File: src/hw/rtl/ssit_pkg.sv
// Shared widths, codes, request/response types and a helper function for the
// swept sphere-sphere impact time block. No dependencies.
`default_nettype none
package ssit_pkg;

  localparam int COORD_W   = 32;
  localparam int FRAC_BITS = 16;
  localparam int RAD_W     = 8 + FRAC_BITS;
  localparam int TIME_W    = 32;
  localparam int DIFF_W    = COORD_W + 1;
  localparam int RSUM_W    = RAD_W + 1;
  localparam int MAG_W     = ((2 * COORD_W > 2 * RSUM_W) ? 2 * COORD_W : 2 * RSUM_W) + 8;
  localparam int PROD_W    = 2 * MAG_W;
  localparam int DIV_W     = MAG_W + FRAC_BITS;
  localparam int REM_W     = MAG_W + 2;
  localparam int CNT_W     = $clog2(PROD_W);

  localparam logic [TIME_W-1:0] STEP_RESET = TIME_W'(1) << FRAC_BITS;

  typedef enum logic [1:0] {
    OP_MUL  = 2'd0,
    OP_SQRT = 2'd1,
    OP_DIV  = 2'd2
  } ssit_op_e;

  typedef enum logic [2:0] {
    P_VV = 3'd0,
    P_VC = 3'd1,
    P_CC = 3'd2,
    P_RR = 3'd3,
    P_BB = 3'd4,
    P_AC = 3'd5
  } ssit_prod_e;

  typedef struct packed {
    logic              start;
    ssit_op_e          op;
    logic [PROD_W-1:0] opa;
    logic [MAG_W-1:0]  opb;
  } ssit_req_t;

  typedef struct packed {
    logic              done;
    logic [PROD_W-1:0] result;
  } ssit_rsp_t;

  function automatic logic [MAG_W-1:0] mag_abs(input logic signed [MAG_W-1:0] v);
    mag_abs = v[MAG_W-1] ? MAG_W'(-v) : MAG_W'(v);
  endfunction

endpackage
`default_nettype wire

File: src/hw/rtl/ssit_iter.sv
// Shared iterative unit: shift-add multiply, bit-pair floor square root and
// restoring division, one step per cycle. Depends on ssit_pkg.
`default_nettype none
module ssit_iter import ssit_pkg::*; (
  input  wire logic      clk_i,
  input  wire logic      rst_ni,
  input  wire ssit_req_t req_i,
  output ssit_rsp_t      rsp_o
);

  logic              busy_q;
  ssit_op_e          op_q;
  logic [PROD_W-1:0] acc_q, x_q;
  logic [MAG_W-1:0]  y_q;
  logic [REM_W-1:0]  rem_q;
  logic [CNT_W-1:0]  cnt_q;

  logic             finish;
  logic [REM_W-1:0] sq_rem, sq_trial, dv_rem, dv_sor;
  logic             sq_ge, dv_ge;

  assign sq_rem   = {rem_q[REM_W-3:0], acc_q[PROD_W-1 -: 2]};
  assign sq_trial = {x_q[MAG_W-1:0], 2'b01};
  assign sq_ge    = sq_rem >= sq_trial;
  assign dv_rem   = {rem_q[REM_W-2:0], acc_q[DIV_W-1]};
  assign dv_sor   = {2'b00, y_q};
  assign dv_ge    = dv_rem >= dv_sor;

  assign finish = busy_q && ((op_q == OP_MUL) ? (y_q == '0) : (cnt_q == '0));

  assign rsp_o.done   = finish;
  assign rsp_o.result = (op_q == OP_SQRT) ? x_q : acc_q;

  always_ff @(posedge clk_i or negedge rst_ni) begin
    if (!rst_ni) begin
      busy_q <= 1'b0;
      op_q   <= OP_MUL;
    end else if (req_i.start) begin
      busy_q <= 1'b1;
      op_q   <= req_i.op;
    end else if (finish) begin
      busy_q <= 1'b0;
    end
  end

  always_ff @(posedge clk_i) begin
    if (req_i.start) begin
      rem_q <= '0;
      case (req_i.op)
        OP_MUL: begin
          acc_q <= '0;
          x_q   <= req_i.opa;
          y_q   <= req_i.opb;
        end
        OP_SQRT: begin
          acc_q <= req_i.opa;
          x_q   <= '0;
          cnt_q <= CNT_W'(MAG_W);
        end
        OP_DIV: begin
          acc_q <= req_i.opa;
          y_q   <= req_i.opb;
          cnt_q <= CNT_W'(DIV_W);
        end
        default: begin
          acc_q <= '0;
        end
      endcase
    end else if (busy_q && !finish) begin
      case (op_q)
        OP_MUL: begin
          if (y_q[0]) begin
            acc_q <= acc_q + x_q;
          end
          x_q <= x_q << 1;
          y_q <= y_q >> 1;
        end
        OP_SQRT: begin
          acc_q <= acc_q << 2;
          cnt_q <= cnt_q - 1'b1;
          if (sq_ge) begin
            rem_q <= sq_rem - sq_trial;
            x_q   <= {x_q[PROD_W-2:0], 1'b1};
          end else begin
            rem_q <= sq_rem;
            x_q   <= {x_q[PROD_W-2:0], 1'b0};
          end
        end
        OP_DIV: begin
          cnt_q <= cnt_q - 1'b1;
          acc_q <= {acc_q[PROD_W-2:0], dv_ge};
          rem_q <= dv_ge ? (dv_rem - dv_sor) : dv_rem;
        end
        default: begin
          cnt_q <= '0;
        end
      endcase
    end
  end

endmodule
`default_nettype wire

File: config.mk
export PLATFORM = sky130hd
export DESIGN_NAME = ssit_iter
export DESIGN_NICKNAME = d
export VERILOG_FILES = /design/src/hw/rtl/ssit_pkg.sv /design/src/hw/rtl/ssit_iter.sv
export SDC_FILE = /design/constraint.sdc
export NUM_CORES = 2
export LEC_CHECK = 0
export BUFFER_PORTS_ARGS = -buffer_cell sky130_fd_sc_hd__buf_2
export CELL_PAD_IN_SITES_DETAIL_PLACEMENT = 1
export CELL_PAD_IN_SITES_GLOBAL_PLACEMENT = 2
export CORE_UTILIZATION = 40
export CTS_CLUSTER_DIAMETER = 100
export DETAILED_ROUTE_END_ITERATION = 6
export PLACE_DENSITY_LB_ADDON = 0.1
export SLEW_MARGIN = 20
export SYNTH_ARGS = -nofsm -noshare
export SYNTH_HDL_FRONTEND = slang
export SYNTH_SLANG_ARGS = --single-unit
File: constraint.sdc
create_clock -name clk_i -period 21.7 [get_ports clk_i]
set_input_delay 2.17 -clock clk_i [delete_from_list [all_inputs] [get_ports clk_i]]
set_output_delay 2.17 -clock clk_i [all_outputs]
set_load 0.05 [all_outputs]
Word level (Yosys, flattened, before mapping). Cells that the tools add are included.

Word-level logic and storage cells: 68. Flip-flop bits (word level): 444. Output and inout bits: 145. Input port bits: 221.

Multiplexer cells: 25. Magnitude comparators: 2. Reduce and logical (&&, ||, !) cells: 21. Eq/ne operators: 9. Add/sub/neg operators: 4.

Operators with widths (number): 144-bit 2-to-1 mux (7); 144-bit one-hot mux with 2 select lines (2); 144-bit one-hot mux with 3 select lines (1); 72-bit 2-to-1 mux (4); 73-bit 2-to-1 mux (2); 73-bit one-hot mux with 2 select lines (1); 144-bit adder (1); 74-bit by 72-bit >= comparator with 1-bit output (1); 74-bit >= comparator (1); 73-bit by 72-bit subtractor with 73-bit output (1); 73-bit subtractor (1); 72-bit logical NOT (1); 8-bit one-hot mux with 2 select lines (2); 8-bit 2-to-1 mux (2); 3-bit AND reduction (4); 8-bit logical NOT (1); 2-bit nonzero test (4); 8-bit by 1-bit subtractor with 8-bit output, second input constant (1); 3-bit by 1-bit inequality test with 1-bit output, second input constant (2); 2-bit OR reduction (3); 2-bit by 1-bit == test with 1-bit output, second input constant (2); 2-bit == test, second input constant (2); 2-bit logical NOT (2); 1-bit 2-to-1 mux (4); other kinds (7) (9).

Depth between registers and ports, before layout.
Word-level depth: 7. Mapped depth: 18. Mapped depth without buffers: 16.

Worst setup path after synthesis. No wires, ideal clock.

Path type: input-to-reg. Start point: input req_i[218] in the netlist's numbering. End point: register x_q[0], enable pin. Stages on the path: 4. Data required time: 20.854 ns. Slack: 8.034 ns. Path buffers: 3. Library setup time: 0.846 ns. Arrival time: 12.820 ns. Cells stage by stage: clkbuf_1 > clkbuf_1 > clkbuf_1 > o21ai_0.

Cells in the longest elaborated chain, start to end: 2. Elaborated cells on any way between the ends: 4. Those cells by class: eq/ne (1); reduce/logical (3).

Ends and longest elaborated chain: start, declared (line ssit_iter.sv:7) `input wire ssit_req_t req_i,`; 3-bit by 1-bit inequality test with 1-bit output (no source line) (tied with other cells); 3-bit AND reduction (no source line) *; end signal, assigned (line ssit_iter.sv:52) `x_q <= req_i.opa;`; end signal, assigned (line ssit_iter.sv:75) `x_q <= x_q << 1;`; end signal, assigned (line ssit_iter.sv:83) `x_q <= {x_q[PROD_W-2:0], 1'b1};`; end, declared (line ssit_iter.sv:13) `logic [PROD_W-1:0] acc_q, x_q;`.

Mark *: on every way between the ends. The rest lies on a longest branch, timed or not. A chain may end at the register's enable or synchronous reset.

==> flow_metrics.env <==
export IMPL_async_flop_share=0.00676
export IMPL_fin_nets=5853
export IMPL_vdd_drop_max_v=0.0000683
export IMPL_drv_slew=0
export IMPL_synth_compound_area_share=0.294
export IMPL_drtPass1Iterations=6
export IMPL_cts_htree_levels=2
export IMPL_core_sq_mm=0.104
export IMPL_yosys_most_used_dff="edfxtp_1"
export IMPL_start_util=0.404
export IMPL_portBuffers=365
export IMPL_synth_adder_area_share=0.0893
export IMPL_ant_nets=0
export IMPL_dp_hpwl_mm=132
export IMPL_cts_hold_buf=0
export IMPL_syn_area_sq_mm=0.0419
export IMPL_final_cell_mix="791 x nand2_1, 532 x a21oi_1, 395 x o21ai_0, 368 x edfxtp_1, 364 x buf_2"
export IMPL_synth_seq_area_share=0.300
export IMPL_grt_usage=0.315
export IMPL_finalInstanceArea_sq_mm=0.0465
export IMPL_rsz0062_at_grt="false"
export IMPL_worstSkewPairLatency_ns=0.69
export IMPL_p_leak_nw=18.8
export IMPL_grt_pass1_wl_mm=261
export IMPL_period_needed_ns=6.00
export IMPL_area_growth_syn_to_layout_pct=10.8
export IMPL_ys_types=98
export IMPL_worst_pin_slew_ns=1.11
export IMPL_grt_antenna_before_repair=9
export IMPL_drive_gt1_frac=0.133
export IMPL_fin_crit_sh=0.276
export IMPL_synth_edf_count=368
export IMPL_wire_per_inst_microns=25.4
export IMPL_total_power_w=0.00551
export IMPL_fp_row_count=118
export IMPL_grt_overflow=0
export IMPL_cts_buffers=60
export IMPL_post_cts_buffers=0
export IMPL_drt_iter0_markers=3511
export IMPL_dieArea_sq_mm=0.106
export IMPL_wirelength_mm=172
export IMPL_status="complete, no violations"
export IMPL_place_inst=6651
export IMPL_slew_headroom=0.254
export IMPL_first_global_vias=41922
export IMPL_synth_xor_area_share=0.0574
export IMPL_max_cap_viol_count=0
export IMPL_synth_top_family_by_area="compound AO/OA/AOI/OAI gates"
export IMPL_cp_end_kind="output port"
export IMPL_cts_reportedPaths_clkPinSlew_ns=0.06
export IMPL_holdWs_ns=0.552
export IMPL_fmax_ghz=0.167
export IMPL_syn_num_nets=5742
export IMPL_vias=41514
export IMPL_yosys_area_share_simple=0.165
export IMPL_grt_max_degree=226
export IMPL_critical_path_required_ns=19.53
export IMPL_gp_congestion=0.936
export IMPL_register_area_sq_mm=0.0126
export IMPL_cts_root_buffer="clkbuf_16"
export IMPL_syn_area_per_cell_sq_um=8.03
export IMPL_fin_cells=6767
export IMPL_hold_viol=0
export IMPL_startpoint_type="register"
export IMPL_path_class="reg2out"
export IMPL_synth_seq_cells=444
export IMPL_drc=0
export IMPL_hp_class="reg2reg"
export IMPL_synthCells=5223
export IMPL_ys_warn_count=0
export IMPL_chipHeight_microns=326
export IMPL_clock_sinks=444
export IMPL_skew_ns=0.0303
export IMPL_routed_via_density=6.13
export IMPL_tns_ns=0
export IMPL_power_density_mw_per_mm2=119
export IMPL_final_common_cell="nand2_1"
export IMPL_ctsResizeCount=0
export IMPL_clockBufferDepth=3
export IMPL_cts_tree="done"
export IMPL_fillers=12666
export IMPL_die_w_microns=326
export IMPL_multiInputGateArea_sq_mm=0.0272
export IMPL_setup_violations=0
export IMPL_crit_fanout=74
export IMPL_boundaryPins=366
export IMPL_placed_area_sq_mm=0.0445
export IMPL_worstPathArrival_ns=3.83
export IMPL_synthMuxAreaShare=0.0390
[cells by family (layout without fill, tap and decap cells)]
logic type | count (synthesis) | count (layout)
AO/OA/AOI/OAI | 1897 | 1897
XOR/XNOR | 275 | 275
adder cells (fa/ha/maj) | 298 | 298
buffers and inverters | 592 | 754
flip-flops | 444 | 444
multiplexers | 146 | 146
other | 0 | 2
AND/OR/NAND/NOR | 1571 | 1571
[state kept, by name, indices dropped and copies added (netlist names)]
signal	count
acc_q	144
x_q	144
rem_q	73
y_q	72
cnt_q	8
op_q	2
busy_q	1
[Yosys cell counts (61+ instances only)]
library cell / instances / share of area
nand2_1: 794 / 0.071
a22oi_1: 62 / 0.011
nor2_1: 352 / 0.032
ha_1: 296 / 0.088
xor2_1: 107 / 0.022
o21bai_1: 82 / 0.015
dfxtp_1: 73 / 0.035
a21o_1: 145 / 0.026
clkbuf_1: 293 / 0.026
xnor2_1: 168 / 0.035
o22ai_1: 82 / 0.012
nand4_1: 125 / 0.019
o21ai_0: 397 / 0.047
o2bb2ai_1: 74 / 0.015
nor3_1: 62 / 0.0074
inv_1: 236 / 0.021
a211oi_1: 61 / 0.011
edfxtp_1: 368 / 0.26
a21oi_1: 533 / 0.064
mux2_2: 140 / 0.038
[report_power, final]
group / total, W / internal [W] / switching, W
logic: 0.00314 / 0.00105 / 0.00210
clock network: 0.00101 / 0.000565 / 0.000445
registers: 0.00136 / 0.00114 / 0.000217
[critical path, cell delays in order (launching register included)]
cell     delay (ns)
dfrtp_1        0.40
inv_1          0.14
ha_4           0.56
buf_4          0.92
nand2_1        0.30
o21ai_0        0.34
buf_2          0.38
[worst paths after layout]
| check | start | to | slack [ns] | cells after the start |
|---|---|---|---|---|
| worst max-delay path | op_q[1]$_DFFE_PN0P_ | rsp_o[142] | 15.70 | 6 |
| worst min-delay path | rem_q[71]$_SDFFE_PP0P_ | rem_q[71]$_SDFFE_PP0P_ | 0.55 | 2 |
| worst max register to register | acc_q[87]$_DFFE_PP_ | acc_q[0]$_DFFE_PP_ | 16.34 | 18 |
| worst min register to register | rem_q[71]$_SDFFE_PP0P_ | rem_q[71]$_SDFFE_PP0P_ | 0.55 | 2 |
| max in group asynchronous | rst_ni | op_q[1]$_DFFE_PN0P_ | 20.21 | 1 |
| min in group asynchronous | rst_ni | op_q[0]$_DFFE_PN0P_ | 1.32 | 1 |
[stage by stage]
step | setup WS, ns | util
floorplan | 8.03 | -
global placement | 15.99 | 0.429
detailed placement | 15.86 | 0.429
CTS | 15.71 | 0.447
global route | 15.60 | 0.448
finish | 15.70 | 0.448
[area by class of cell]
cell class | count | area share
clock buffers | 69 | 0.0335
diodes | 2 | 0.000108
inverters | 238 | 0.0193
well taps | 1380 | 0.0372
multi-input cells | 4187 | 0.585
repair buffers | 403 | 0.0463
clock inverters | 44 | 0.00824
flip-flops and latches | 444 | 0.271
[layer usage]
layer	vias to the layer above	part of all wire	track usage
met1	20484	0.47	0.439
li1	19693	-	-
met4	6	0.033	0.104
met3	223	0.047	0.0318
met2	1108	0.45	0.507
met5	-	0.00020	0
Power figures use the tool's default switching activity.
